### src/hw/rtl/bua_pkg.sv
// Shared constants, types and sizing helpers of the bilinear alpha upscaler.
// No dependencies.
`default_nettype none

package bua_pkg;

  localparam int unsigned DEF_SCALE     = 4;
  localparam int unsigned DEF_SRC_W_MAX = 256;
  localparam int unsigned DEF_SRC_H_MAX = 128;

  localparam int unsigned CFG_W  = 9;
  localparam int unsigned COL_W  = 10;
  localparam int unsigned ROW_W  = 9;
  localparam int unsigned PIX_W  = 8;
  localparam int unsigned FRAC_W = 8;
  localparam int unsigned SIZE_W = 11;

  localparam int unsigned Q_DEPTH   = 4;
  localparam int unsigned OUT_DEPTH = 4;
  localparam int unsigned NUM_BANKS = 4;

  localparam logic [CFG_W-1:0] SRC_WIDTH_RST  = 9'd256;
  localparam logic [7:0]       SRC_HEIGHT_RST = 8'd128;

  localparam logic MODE_LOAD   = 1'b0;
  localparam logic MODE_SAMPLE = 1'b1;

  typedef enum logic {
    REG_SRC_WIDTH  = 1'b0,
    REG_SRC_HEIGHT = 1'b1
  } reg_idx_e;

  typedef struct packed {
    logic              is_load;
    logic [1:0]        wr_bank;
    logic [PIX_W-1:0]  value;
    logic [FRAC_W-1:0] wx;
    logic [FRAC_W-1:0] wy;
    logic              xpar;
    logic              ypar;
    logic              xsame;
    logic              ysame;
  } cmd_t;

  // Source store is split in four banks by column and row parity.
  function automatic int unsigned bank_depth(int unsigned w, int unsigned h);
    return ((w + 1) >> 1) * ((h + 1) >> 1);
  endfunction

  function automatic int unsigned addr_w(int unsigned depth);
    return (depth > 1) ? $clog2(depth) : 1;
  endfunction

endpackage

`default_nettype wire

### src/hw/rtl/bua_front.sv
// Front end: takes requests, maps sample coordinates to neighbours and weights,
// drops out-of-store loads and builds bank commands. Depends on bua_pkg.
`default_nettype none

module bua_front #(
  parameter int unsigned Scale   = bua_pkg::DEF_SCALE,
  parameter int unsigned SrcWMax = bua_pkg::DEF_SRC_W_MAX,
  parameter int unsigned SrcHMax = bua_pkg::DEF_SRC_H_MAX,
  parameter int unsigned AddrW   = bua_pkg::addr_w(bua_pkg::bank_depth(SrcWMax, SrcHMax))
) (
  input  logic                              clk_i,
  input  logic                              rst_ni,
  input  logic [bua_pkg::CFG_W-1:0]         src_width_i,
  input  logic [7:0]                        src_height_i,
  input  logic                              in_valid_i,
  output logic                              in_ready_o,
  input  logic                              mode_i,
  input  logic [bua_pkg::COL_W-1:0]         col_i,
  input  logic [bua_pkg::ROW_W-1:0]         row_i,
  input  logic [bua_pkg::PIX_W-1:0]         load_value_i,
  output logic                              push_o,
  output bua_pkg::cmd_t                     cmd_o,
  output logic [bua_pkg::NUM_BANKS-1:0][AddrW-1:0] addr_o,
  input  logic                              full_i
);

  localparam int unsigned NW     = bua_pkg::COL_W + bua_pkg::FRAC_W;
  localparam int unsigned KSh    = NW + 5;
  localparam int unsigned MW     = KSh + 1;
  localparam longint unsigned RecipL = ((64'd1 << KSh) + 64'(Scale) - 64'd1) / 64'(Scale);
  localparam logic [MW-1:0] Recip   = MW'(RecipL);
  localparam logic [NW-1:0] HalfPix = NW'(128);
  localparam int unsigned HalfW   = (SrcWMax + 1) / 2;
  localparam int unsigned SzW     = bua_pkg::SIZE_W;
  localparam int unsigned CW      = bua_pkg::COL_W;

  typedef struct packed {
    logic [CW-1:0]                 k0;
    logic [CW-1:0]                 k1;
    logic [bua_pkg::FRAC_W-1:0]    f;
  } place_t;

  // (2d+1)*128 as 10.1 coordinate shifted into an 8-bit fraction
  function automatic logic [NW-1:0] numer(logic [CW-1:0] d);
    return {d, 1'b1, 7'b0};
  endfunction

  function automatic place_t place(logic [NW-1:0] t, logic [SzW-1:0] size);
    logic [NW-1:0] p;
    place_t        r;
    p    = (t >= HalfPix) ? t - HalfPix : '0;
    r.k0 = p[NW-1:bua_pkg::FRAC_W];
    r.f  = p[bua_pkg::FRAC_W-1:0];
    if ({1'b0, r.k0} >= size) begin
      r.k0 = CW'(size - SzW'(1));
      r.f  = '0;
    end
    r.k1 = (({1'b0, r.k0} + SzW'(1)) < size) ? r.k0 + CW'(1) : r.k0;
    return r;
  endfunction

  logic [NW+MW-1:0] prod_x, prod_y;
  logic             accept;

  logic                       f1_v_q, f1_v_d;
  logic                       f1_mode_q;
  logic [CW-1:0]              f1_col_q;
  logic [bua_pkg::ROW_W-1:0]  f1_row_q;
  logic [bua_pkg::PIX_W-1:0]  f1_val_q;
  logic [NW-1:0]              f1_tx_q, f1_ty_q;

  logic [SzW-1:0]             sw, sh;
  place_t                     pl_x, pl_y;
  logic                       is_load, drop, done;
  logic [1:0][CW-1:0]         cx, cy;

  assign prod_x = (NW+MW)'(numer(col_i)) * (NW+MW)'(Recip);
  assign prod_y = (NW+MW)'(numer(CW'(row_i))) * (NW+MW)'(Recip);

  assign is_load = (f1_mode_q == bua_pkg::MODE_LOAD);
  assign drop    = is_load && ((32'(f1_col_q) >= SrcWMax) || (32'(f1_row_q) >= SrcHMax));
  assign done    = f1_v_q && (drop || !full_i);
  assign push_o  = f1_v_q && !drop && !full_i;

  assign in_ready_o = !f1_v_q || done;
  assign accept     = in_valid_i && in_ready_o;

  always_comb begin
    if (src_width_i == '0) begin
      sw = SzW'(1);
    end else if (32'(src_width_i) > SrcWMax) begin
      sw = SzW'(SrcWMax);
    end else begin
      sw = SzW'(src_width_i);
    end
    if (src_height_i == '0) begin
      sh = SzW'(1);
    end else if (32'(src_height_i) > SrcHMax) begin
      sh = SzW'(SrcHMax);
    end else begin
      sh = SzW'(src_height_i);
    end
  end

  assign pl_x = place(f1_tx_q, sw);
  assign pl_y = place(f1_ty_q, sh);

  always_comb begin
    for (int b = 0; b < 2; b++) begin
      if (is_load) begin
        cx[b] = f1_col_q;
        cy[b] = CW'(f1_row_q);
      end else begin
        cx[b] = (pl_x.k0[0] == 1'(b)) ? pl_x.k0 : pl_x.k1;
        cy[b] = (pl_y.k0[0] == 1'(b)) ? pl_y.k0 : pl_y.k1;
      end
    end
    for (int i = 0; i < bua_pkg::NUM_BANKS; i++) begin
      addr_o[i] = AddrW'(32'(cy[i / 2][CW-1:1]) * HalfW + 32'(cx[i % 2][CW-1:1]));
    end
  end

  always_comb begin
    cmd_o.is_load = is_load;
    cmd_o.wr_bank = {f1_row_q[0], f1_col_q[0]};
    cmd_o.value   = f1_val_q;
    cmd_o.wx      = pl_x.f;
    cmd_o.wy      = pl_y.f;
    cmd_o.xpar    = pl_x.k0[0];
    cmd_o.ypar    = pl_y.k0[0];
    cmd_o.xsame   = (pl_x.k0 == pl_x.k1);
    cmd_o.ysame   = (pl_y.k0 == pl_y.k1);
  end

  always_comb begin
    f1_v_d = f1_v_q;
    if (accept) begin
      f1_v_d = 1'b1;
    end else if (done) begin
      f1_v_d = 1'b0;
    end
  end

  always_ff @(posedge clk_i or negedge rst_ni) begin
    if (!rst_ni) begin
      f1_v_q <= 1'b0;
    end else begin
      f1_v_q <= f1_v_d;
    end
  end

  always_ff @(posedge clk_i) begin
    if (accept) begin
      f1_mode_q <= mode_i;
      f1_col_q  <= col_i;
      f1_row_q  <= row_i;
      f1_val_q  <= load_value_i;
      f1_tx_q   <= prod_x[KSh +: NW];
      f1_ty_q   <= prod_y[KSh +: NW];
    end
  end

endmodule

`default_nettype wire

### config.mk
export PLATFORM = sky130hd
export DESIGN_NAME = bua_front
export DESIGN_NICKNAME = d
export VERILOG_FILES = /design/src/hw/rtl/bua_pkg.sv /design/src/hw/rtl/bua_front.sv
export SDC_FILE = /design/constraint.sdc
export NUM_CORES = 1
export LEC_CHECK = 0
export ABC_AREA = 1
export BUFFER_PORTS_ARGS = -buffer_cell sky130_fd_sc_hd__buf_2
export CELL_PAD_IN_SITES_DETAIL_PLACEMENT = 0
export CELL_PAD_IN_SITES_GLOBAL_PLACEMENT = 1
export CORE_MARGIN = 1
export CORE_UTILIZATION = 34
export CTS_CLUSTER_SIZE = 20
export DETAILED_ROUTE_END_ITERATION = 12
export PLACE_DENSITY = 0.77
export SYNTH_ARGS = -nofsm -noshare
export SYNTH_HDL_FRONTEND = slang
export SYNTH_SLANG_ARGS = --single-unit
### constraint.sdc
create_clock -name clk_i -period 6 [get_ports clk_i]
set_input_delay 0.9 -clock clk_i [delete_from_list [all_inputs] [get_ports clk_i]]
set_output_delay 0.9 -clock clk_i [all_outputs]
set_load 0.05 [all_outputs]
==> results.cfg <==
[sta]
period_share_pct = 112
rsz0062_at_grt = true
setup_slack_ns = -0.708
finalSetupViolCount = 40
fin_crit_ns = 6.71
hold_ws_ns = 0.402
max_freq_ghz = 0.149
worst_pin_slew_ns = 1.05
tns_ns = -15.57
finalMaxSlewViolations = 0
slew_headroom_pct = 29.6
finalHoldViolations = 0
fin_skew_ns = 0.00661

[critical_path]
crit_required_ns = 5.10
cp-end-kind = primary output
ff2ff_path_depth = 5
worstSetupPathType = flip-flop to primary output
crit_path_max_fanout = 7
cpPeakStageDelay_ns = 0.43
crit_top_cell = nand2_2
slowest_stage = fa_2
crit_arrival_ns = 5.81
start_kind = flip-flop

[synthesis]
synth_top_cell_area_share_pct = 18.3
ys.warnings.count = 0
syn_inst = 689
synth-compound-area-share_pct = 12.1
synth_simple_gate_area_share_pct = 36.0
synthMuxAreaShare_pct = 0
synth_seq_cells = 29
synth_area_leader_cell = edfxtp_1
synth_top_family_by_area = simple AND/OR/NAND/NOR gates
synth-adder-area-share_pct = 14.6
synth_area_um2 = 4590
synth_area_leaders = edfxtp_1, nand2_1, ha_1
syn_area_per_cell_um2 = 6.66
synth_xor_area_share_pct = 4.17
ys_types = 49
yosysSeqAreaShare_pct = 18.9

[clocking]
clock_sinks = 29
cts_inserted_buffers = 5
worstSkewPairLatency_ns = 0.27
cts_tree = yes
cts_buffer_depth = 2
htreeDepth = 2
cts_root_buf = clkbuf_16
path_clk_slew_ns = 0.05

[route]
totalWireLength_um = 16900
routed.top_layer = met4
met1_length_um = 7100
wl_met2_um = 8820
dr.pass1.iters = 4
wl_met3_um = 537
drt_iter0_drc = 167
viasPerCell = 4.79
drc = 0
postRouteAntennaNets = 0
vias = 5745
wire_per_inst_um = 14.1

[placed_design]
place.gp.congestion = 0.863
place_hpwl_um = 12400
place_area_um2 = 7080
io_buffers = 123
pre_cts_slack_ns = -0.814

[floorplan]
die_width_um = 118
dieArea_um2 = 14000
fp-row-count = 42
die_h_um = 118
start_util_pct = 34.8
io_pins = 134
core_area_um2 = 13200

[pwr]
p_total_uw = 2220
switchingPower_uw = 1100
intPower_uw = 1120
combinationalPowerShare_pct = 78.0
ir_drop_uv = 171
p_clk_share_pct = 10.8
switching_share_pct = 49.5
p_per_area_nw_per_um2 = 249
sequentialPowerShare_pct = 11.2
leakagePower_uw = 0.00426

[min_path]
hold_class = primary input to async pin

[job]
drv_cap = 0

[grt]
globalRouteTotalUtil_pct = 23.0
grt_start_max_net_pins = 29
overflow = 0
antenna_found_initial = 1
grt_pass1_wl_um = 26500
grt_pass1_vias = 5751

[layout]
drive_gt1_share_pct = 60.4
diodes = 0
final_common_cell = buf_4
final_cell_mix = buf_4, nand2_1, buf_2, inv_1, buf_6
design_area_um2 = 8930
fin_nets = 1123
area_growth_pct = 94.7

[outcome]
status = finished, violations left
violations = negative setup slack
-- what timing repair did --
action / CTS / global route
gates resized for setup: 179 / 135
setup endpoints to repair: 46 / 46
hold buffers: 0 / 0
gates cloned: 0 / 1
buffers inserted: 68 / 15
pin swaps: 78 / 66
-- state kept, by name, indices dropped and copies added, names as in the netlist --
name / cells
f1_mode_q: 1
f1_col_q: 10
f1_ty_q: 9
f1_v_q: 1
f1_val_q: 8
-- path summary, 6_finish.rpt --
path	from	end	slack, ns
max	f1_col_q[2]	addr_o[50]	-0.71
min in group clk_i	f1_v_q	f1_v_q	0.58
max reg2reg	f1_mode_q	f1_col_q[0]	2.78
max in group asynchronous	rst_ni	f1_v_q	5.51
min reg2reg	f1_v_q	f1_v_q	0.58
min	rst_ni	f1_v_q	0.40
-- final cells by class --
| cell class | instances | area (um^2) |
|---|---|---|
| repair buffers | 354 | 2840 |
| clock buffers | 8 | 146 |
| flip-flops and latches | 29 | 866 |
| fillers | 1068 | 4260 |
| inverters | 104 | 419 |
| well taps | 176 | 220 |
| multi-input cells | 529 | 4440 |
-- Yosys cell counts (all sizes together) --
library cell  number
nand3b             2
a21oi             43
clkbuf             4
and2               1
xor2              12
o31ai              2
nand2            194
nor2              81
a21boi             1
a211oi             1
fa                 4
ha                47
nand3             49
a221oi             1
dfrtp              1
edfxtp            28
o21ai             38
o211ai             3
nor3               8
buf               32
or2                5
o22ai              1
inv              104
xnor2              9
nor4               1
a31oi              5
nor3b              2
conb               1
nand4              9
-- power groups by stage --
| stage | logic (uW) | registers [uW] | clock network [uW] |
|---|---|---|---|
| finish | 1730 | 249 | 239 |
| global route | 1840 | 251 | 256 |
| CTS | 1550 | 250 | 244 |
| detailed placement | 1320 | 253 | 0 |
| global placement | 1300 | 252 | 0 |
| floorplan | 957 | 262 | 0 |
-- logic make-up (layout without fill, tap and decap cells) --
kind of cell             count (synthesis)  in the layout
other                                    1             10
AO/OA/AOI/OAI                           95             95
XOR/XNOR                                21             21
adder cells (fa/ha/maj)                 51             51
buffers and inverters                  140            466
AND/OR/NAND/NOR                        352            352
flip-flops                              29             29
-- worst max-delay path: cells and delay by family (launching register included) --
family                     cells  cell delay, ns
buffers and inverters          6            0.59
adders and majority gates      5            1.29
DFF                            1            0.40
and+or+nand+nor               15            1.65
AOI/OAI and AO/OA              9            1.57
-- through the flow --
| step | util (%) | cells |
|---|---|---|
| after global placement | 53.7 | 1133 |
| after floorplan | - | 698 |
| after global routing | 67.7 | 1200 |
| final | 67.7 | 1200 |
| after CTS | 63.2 | 1190 |
| after detailed placement | 53.7 | 1133 |
-- routing by layer --
metal	vias to the layer above	GRT usage (%)
met4	0	7.77
met2	144	41.5
met3	36	2.75
li1	2869	-
met5	-	0
met1	2696	28.1
No activity file was read; power rests on OpenSTA's default activity.
