### config.mk
export PLATFORM = sky130hd
export DESIGN_NAME = bua_fifo
export DESIGN_NICKNAME = d
export VERILOG_FILES = /design/src/hw/rtl/bua_fifo.sv
export SDC_FILE = /design/constraint.sdc
export NUM_CORES = 1
export LEC_CHECK = 0
export BUFFER_PORTS_ARGS = -buffer_cell sky130_fd_sc_hd__buf_2
export CAP_MARGIN = 20
export CORE_MARGIN = 2
export CORE_UTILIZATION = 57
export DETAILED_ROUTE_END_ITERATION = 16
export PLACE_DENSITY = 0.76
export SLEW_MARGIN = 5
export SYNTH_ARGS = -nofsm -noshare
export SYNTH_HDL_FRONTEND = slang
export SYNTH_SLANG_ARGS = --single-unit
### constraint.sdc
create_clock -name clk_i -period 3.3 [get_ports clk_i]
set_clock_uncertainty 0.15 [all_clocks]
set_input_delay 0.33 -clock clk_i [delete_from_list [all_inputs] [get_ports clk_i]]
set_output_delay 0.33 -clock clk_i [all_outputs]
set_load 0.1 [all_outputs]
### src/hw/rtl/bua_fifo.sv
// Small register FIFO, used as command queue and as output buffer.
// No dependencies.
`default_nettype none

module bua_fifo #(
  parameter int unsigned Width = 8,
  parameter int unsigned Depth = 4
) (
  input  logic             clk_i,
  input  logic             rst_ni,
  input  logic             push_i,
  input  logic [Width-1:0] wdata_i,
  output logic             full_o,
  input  logic             pop_i,
  output logic [Width-1:0] rdata_o,
  output logic             empty_o
);

  localparam int unsigned PtrW = (Depth > 1) ? $clog2(Depth) : 1;

  logic [Width-1:0] mem_q [Depth];
  logic [PtrW-1:0]  wptr_q, wptr_d, rptr_q, rptr_d;
  logic [PtrW:0]    cnt_q, cnt_d;
  logic             do_push, do_pop;

  assign empty_o = (cnt_q == '0);
  assign full_o  = (cnt_q == (PtrW+1)'(Depth));
  assign do_push = push_i && !full_o;
  assign do_pop  = pop_i && !empty_o;
  assign rdata_o = mem_q[rptr_q];

  always_comb begin
    wptr_d = wptr_q;
    rptr_d = rptr_q;
    cnt_d  = cnt_q;
    if (do_push) begin
      wptr_d = (wptr_q == PtrW'(Depth - 1)) ? '0 : wptr_q + PtrW'(1);
    end
    if (do_pop) begin
      rptr_d = (rptr_q == PtrW'(Depth - 1)) ? '0 : rptr_q + PtrW'(1);
    end
    if (do_push && !do_pop) begin
      cnt_d = cnt_q + (PtrW+1)'(1);
    end else if (do_pop && !do_push) begin
      cnt_d = cnt_q - (PtrW+1)'(1);
    end
  end

  always_ff @(posedge clk_i or negedge rst_ni) begin
    if (!rst_ni) begin
      wptr_q <= '0;
      rptr_q <= '0;
      cnt_q  <= '0;
    end else begin
      wptr_q <= wptr_d;
      rptr_q <= rptr_d;
      cnt_q  <= cnt_d;
    end
  end

  always_ff @(posedge clk_i) begin
    if (do_push) begin
      mem_q[wptr_q] <= wdata_i;
    end
  end

endmodule

`default_nettype wire

==> results of run 1 <==
==> cell families after synthesis <==
family        count (synthesis)  synth area share [%]
xor+xnor                      3                  1.62
fa+ha+maj                     7                  5.87
buf+inv                       6                  1.93
flops                        39                  70.1
mux                          13                  15.1
simple gates                 11                  5.41
==> stage by stage <==
stage	hold WS (ns)	instances	area, sq um
floorplan	-0.116	79	1630
finish	0.0589	137	1810
CTS	0.0393	137	1810
global placement	0.0225	128	1750
detailed placement	0.0199	128	1750
global route	0.0322	137	1810
==> worst min-delay path by stage <==
stage | endpoint | slack [ns] | cells past startpoint
final | mem_q[1][2] | 0.06 | 1
after global routing | mem_q[2][0] | 0.03 | 1
after CTS | mem_q[1][2] | 0.04 | 1
after detailed placement | cnt_q[2] | 0.02 | 1
after global placement | cnt_q[1] | 0.02 | 1
after floorplan | cnt_q[0] | -0.12 | 0
==> Yosys cell counts <==
cell	number
nor3_1	1
nand2b_4	1
mux2_4	2
fa_1	1
xnor2_1	1
ha_1	6
dfrtp_1	7
inv_1	3
nor2_1	3
mux2_2	3
nor2b_2	1
mux4_2	8
buf_1	1
nor3b_4	1
buf_2	1
xor2_1	2
edfxtp_1	32
and2_2	4
buf_6	1
==> worst max-delay path: cells and delay by family (launching register included) <==
family	cells	cell delay [ns]
multiplexers	1	0.59
flip-flops	1	0.72
buffers and inverters	1	0.31
==> timing repair <==
| action | CTS | global route |
|---|---|---|
| hold buffers | 1 | 0 |
| setup buffers | 0 | 0 |
| endpoints found under the hold margin | 7 | 0 |
==> metal layers <==
metal | GRT usage, % | up-vias | wire length (um) | part of all wire, %
met5 | 0 | - | 0 | 0
met3 | 6.35 | 6 | 106 | 4.5
met4 | 5.98 | 0 | 35 | 1.5
met1 | 19.5 | 369 | 942 | 40
li1 | - | 350 | - | -
met2 | 30.5 | 22 | 1250 | 54
==> sequential cells by signal, summed over array words and instances, names as in the netlist <==
register,flops
rptr_q,2
cnt_q,3
mem_q,32
wptr_q,2
==> cell type report <==
type | count | area, sq um
Sequential cell | 39 | 1140
Multi-Input combinational cell | 34 | 458
Fill cell | 196 | 922
Clock inverter | 3 | 15.0
Inverter | 3 | 11.3
Tap cell | 31 | 38.8
Clock buffer | 5 | 37.5
Timing Repair Buffer | 22 | 115
==> placed cells by master (no fill, tap or decap), drive strengths merged, types with 2 or more instances in the layout <==
cell    count
mux2        5
and2        4
nor2        3
ha          6
edfxtp     32
clkinv      3
inv         3
xor2        2
dfrtp       7
mux4        8
buf        21
clkbuf      5
==> results.tsv, run 1 <==
metric	value	unit
Setup crit start	rptr_q[0]	
DR pass1 iterations	4	
Starting Density	59.3	%
CTS Sinks	39	
initial antenna violation count	0	
syn nets	98	
Slew HR	61.2	%
Max H-tree Level	2	
Tot GR Track Use	17.4	%
Setup crit end	rdata_o[7]	
first-pass GRT wire length	3940	um
Max Freq	412	MHz
clk root buf	clkbuf_4	
Layout Area Growth over Synthesis	11.8	%
Rows	19	
Post-DP HPWL	1700	um
# nets final	124	
clk buf depth	2	
initial DRC count	22	
CTS Buf Count	5	
Slowest cell on crit path	dfrtp_1	
FF-to-FF setup slack	1.09	ns
critical path required time	2.82	ns
reg2reg start	cnt_q[2]	
fin crit share	73.5	%
final number of setup-violating endpoints	0	
Worst-path clk slew	0.11	ns
startpoint types	register	
status	completed	
min-delay src	wdata_i[2]	
DRC violations left	0	
Post-Syn Instances	79	
final max-slew violation count	0	
DIE HEIGHT	57.3	um
Slew @ Worst Pin	0.582	ns
FF+latch count, synth	39	
IO buf count	21	
CTS tree	built	
Avg Synthesized Cell Area	20.5	sq um
post-cts sizing count	0	
max-cap violations	0	
Placement Setup Slack	1.10	ns
largest net degree at the start of global routing	13	
Die Width	57.3	um
Util after Layout	66.3	%
vias in the first global route	821	
Setup crit end kind	output port	
library cells used by synthesis	19	
gr ovfl total	0	
Synth warnings	0	
cells on worst reg2reg path	8	
post-layout minimum cycle time	2.43	ns
critical-path cell list	mux4_2 > buf_2	
worst min path class	in -> reg	
vias post-DR	747	
post-synth top area cell	edfxtp_1	
GPL Wtd Cong	0.647	
cells taking the most area after synthesis	edfxtp_1 (59%), mux4_2 (11%), dfrtp_1 (11%)	
# diodes	0	
reg2reg end	cnt_q[2]	
vias per cell	5.45	
Crit path largest cell delay	0.72	ns
unrepaired setup endpoints after global routing	false	
Synth top area share	59.3	%
worst skew pair latency	0.33	ns
die area	0.00329	sq mm
setup ws final	0.874	ns
Final TNS setup	0	ns
Cell Area, Synth	0.00162	sq mm
Final ANT Viol Nets	0	
sequential area share after synthesis	70.1	%
Core Region	0.00273	sq mm
share of cells above drive strength 1	47.2	%
CP Class	reg -> out	
IO Count	22	
Hold Violations, Final	0	
DRT Wirelength	2330	um
DR WL/cell	17.0	um
crit path DAT	1.95	ns
critical path fanouts, max	11	
Power of run 1 is not shown: default switching activity piles up to over one toggle a cycle in this logic, so the estimate is an artifact.
==> run 2: changes to the inputs <==
--- a/config.mk
+++ b/config.mk
@@ -5,12 +5,13 @@
 export SDC_FILE = /design/constraint.sdc
 export NUM_CORES = 1
 export LEC_CHECK = 0
+export ABC_AREA = 1
 export BUFFER_PORTS_ARGS = -buffer_cell sky130_fd_sc_hd__buf_2
 export CAP_MARGIN = 20
 export CORE_MARGIN = 2
-export CORE_UTILIZATION = 57
+export CORE_UTILIZATION = 51
 export DETAILED_ROUTE_END_ITERATION = 16
-export PLACE_DENSITY = 0.76
+export PLACE_DENSITY = 0.71
 export SLEW_MARGIN = 5
 export SYNTH_ARGS = -nofsm -noshare
 export SYNTH_HDL_FRONTEND = slang
==> constraint.sdc (replaced) <==
create_clock -name clk_i -period 2.1 [get_ports clk_i]
set_clock_uncertainty 0.15 [all_clocks]
set_input_delay 0.21 -clock clk_i [delete_from_list [all_inputs] [get_ports clk_i]]
set_output_delay 0.21 -clock clk_i [all_outputs]
set_load 0.1 [all_outputs]
==> results.tsv, run 2 <==
metric	value	unit	change
max-cap violations	0		unchanged
crit path DAT	2.07	ns	was 1.95 ns
GPL Wtd Cong	0.707		was 0.647
largest net degree at the start of global routing	36		was 13
Final ANT Viol Nets	0		unchanged
final number of setup-violating endpoints	0		unchanged
Rows	21		was 19
Slew HR	67.7	%	was 61.2%
critical path fanouts, max	4		was 11
Hold Violations, Final	0		unchanged
Avg Synthesized Cell Area	11.4	sq um	was 20.5 sq um
Top reg by flops	mem_q		unchanged
CTS Sinks	39		unchanged
Setup crit end kind	register		was output port
status	completed		unchanged
DIE HEIGHT	62.7	um	was 57.3 um
initial DRC count	21		was 22
Slew @ Worst Pin	0.488	ns	was 0.582 ns
leading cell type in the layout, fill and taps excluded	nand2_1		was edfxtp_1
# nets final	214		was 124
Synth warnings	0		unchanged
Post-synth top cells	nand2_1 (38), edfxtp_1 (32), inv_1 (31)		was edfxtp_1 (32), mux4_2 (8), dfrtp_1 (7)
Die Width	62.7	um	was 57.3 um
initial antenna violation count	0		unchanged
Max Freq	501	MHz	
CTS Buf Count	5		unchanged
sequential area share after synthesis	64.6	%	was 70.1%
DRT Wirelength	3290	um	was 2330 um
IO Count	22		unchanged
critical path required time	2.17	ns	was 2.82 ns
cells on worst reg2reg path	9		was 8
FF+latch count, synth	39		unchanged
filler instances	261		was 196
worst skew pair latency	0.34	ns	was 0.33 ns
Crit path largest cell delay	0.45	ns	was 0.72 ns
# diodes	0		unchanged
clk root buf	clkbuf_4		unchanged
Starting Density	52.7	%	was 59.3%
cell mode on critical path	inv_1		
startpoint types	register		unchanged
Cell Area, Synth	0.00176	sq mm	was 0.00162 sq mm
post-layout minimum cycle time	2.00	ns	
Post-synth EDFFs	32		unchanged
post-synth top area cell	edfxtp_1		unchanged
CP Class	reg -> reg		was reg -> out
cells taking the most area after synthesis	edfxtp_1 (55%), dfrtp_1 (10%), nand2_1 (8.1%)		was edfxtp_1 (59%), mux4_2 (11%), dfrtp_1 (11%)
die area	0.00394	sq mm	was 0.00329 sq mm
Synth top area share	54.6	%	was 59.3%
DR WL/cell	13.6	um	was 17.0 um
worst min path class	in -> async		was in -> reg
library cells used by synthesis	16		was 19
Core Region	0.00334	sq mm	was 0.00273 sq mm
predominant post-synthesis flop cell	edfxtp_1		unchanged
final max-slew violation count	0		unchanged
setup ws final	0.102	ns	was 0.874 ns
Max H-tree Level	2		unchanged
vias per cell	4.99		was 5.45
gr ovfl total	0		unchanged
Worst-path clk slew	0.11	ns	about the same
Post-DP HPWL	2210	um	was 1700 um
first-pass GRT wire length	5500	um	was 3940 um
IO buf count	21		unchanged
DRC violations left	0		unchanged
most frequent cell after synthesis	nand2_1		was edfxtp_1
syn nets	173		was 98
fin crit share	95.1	%	
Tot GR Track Use	18.6	%	was 17.4%
vias in the first global route	1275		was 821
share of cells above drive strength 1	21.4	%	was 47.2%
critical-path cell list	inv_2 > nand3_2 > nand2_2 > inv_1 > ha_1 > inv_1 > fa_1 > nand2_1 > o21ai_0		was mux4_2 > buf_2
Regs by FF count	mem_q x32, cnt_q x3		unchanged
clk buf depth	2		unchanged
CTS tree	built		unchanged
vias post-DR	1207		was 747
DR pass1 iterations	4		unchanged
Slowest cell on crit path	dfrtp_1		unchanged
most frequent cells in the layout	nand2_1 (37), edfxtp_1 (32), inv_1 (30)		was edfxtp_1 (32), buf_2 (21), mux4_2 (8)
Placement Setup Slack	0.0422	ns	was 1.10 ns
max FFs per register	32		unchanged
Post-Syn Instances	154		was 79
Layout Area Growth over Synthesis	25.9	%	was 11.8%
fraction of registers with async set/reset	17.9	%	unchanged
## run 2: cell types whose count changed after synthesis, sizes merged, moves of 3 or more
| cell | before | now |
|---|---|---|
| and2 | 4 | 0 |
| mux4 | 8 | 0 |
| o211ai | 0 | 16 |
| nor2 | 3 | 6 |
| nand2 | 0 | 39 |
| inv | 3 | 32 |
| mux2 | 5 | 0 |
| nand3 | 0 | 7 |
## run 2: cell families after synthesis
family / after synthesis / share of synthesized area, %
AOI/OAI and AO/OA: 17 / 7.40
xor gates and xnor gates: 1 / 0.498
adders and majority gates: 7 / 5.41
buffers and inverters: 37 / 10.0
DFF: 39 / 64.6
and+or+nand+nor: 53 / 12.1
## run 2: routing by layer
layer / track usage (%) / vias up / wire length [um]
li1: - / 590 / -
met2: 32.9 / 25 / 1780
met3: 3.42 / 12 / 96
met1: 20.4 / 580 / 1280
met5: 0 / - / 0
met4: 11.7 / 0 / 129
## run 2: final cells by class
class                           instances  area [sq um]  area share [%]
Sequential cell                        39          1140            51.3
Multi-Input combinational cell         78           459            20.7
Timing Repair Buffer                   39           388            17.5
Inverter                               32           120            5.42
Tap cell                               46          57.6            2.60
Clock buffer                            6          41.3            1.86
Clock inverter                          2          12.5           0.565
## run 2: repair_timing
item,4_1_cts,5_1_grt
endpoints found under the setup margin,0,2
setup buffers,0,1
gates resized for setup,0,4
hold buffers,11,0
endpoints found under the hold margin,43,0
## run 2: metrics by stage
step / area, sq um / std cells / hold WS (ns) / utilization (%) / TNS [ns]
after floorplan: 1760 / 154 / -0.236 / - / 0
after CTS: 2190 / 241 / 0.0591 / 65.8 / 0
after global routing: 2210 / 242 / 0.0781 / 66.4 / -0.00592
after detailed placement: 2030 / 222 / -0.0949 / 60.9 / 0
after global placement: 2030 / 222 / -0.0984 / 60.9 / 0
final: 2210 / 242 / 0.0676 / 66.4 / 0
## run 2: path summary, 6_finish.rpt
path,startpoint,endpoint,slack (ns)
setup / recovery,cnt_q[0],cnt_q[1],0.10
hold / removal,rst_ni,cnt_q[0],0.07
setup reg to reg,cnt_q[0],cnt_q[1],0.10
hold reg to reg,wptr_q[1],wptr_q[1],0.40
max in group asynchronous,rst_ni,rptr_q[1],1.58
min in group clk_i,wptr_q[1],wptr_q[1],0.40
## run 2: worst max-delay path: cells and delay by family (launching register included)
kind                       cells  cell delay (ns)
and+or+nand+nor                3             0.32
AOI/OAI and AO/OA              1             0.10
adders and majority gates      2             0.61
DFF                            1             0.45
buffers and inverters          3             0.24
Power of run 2 is left out for the same reason.
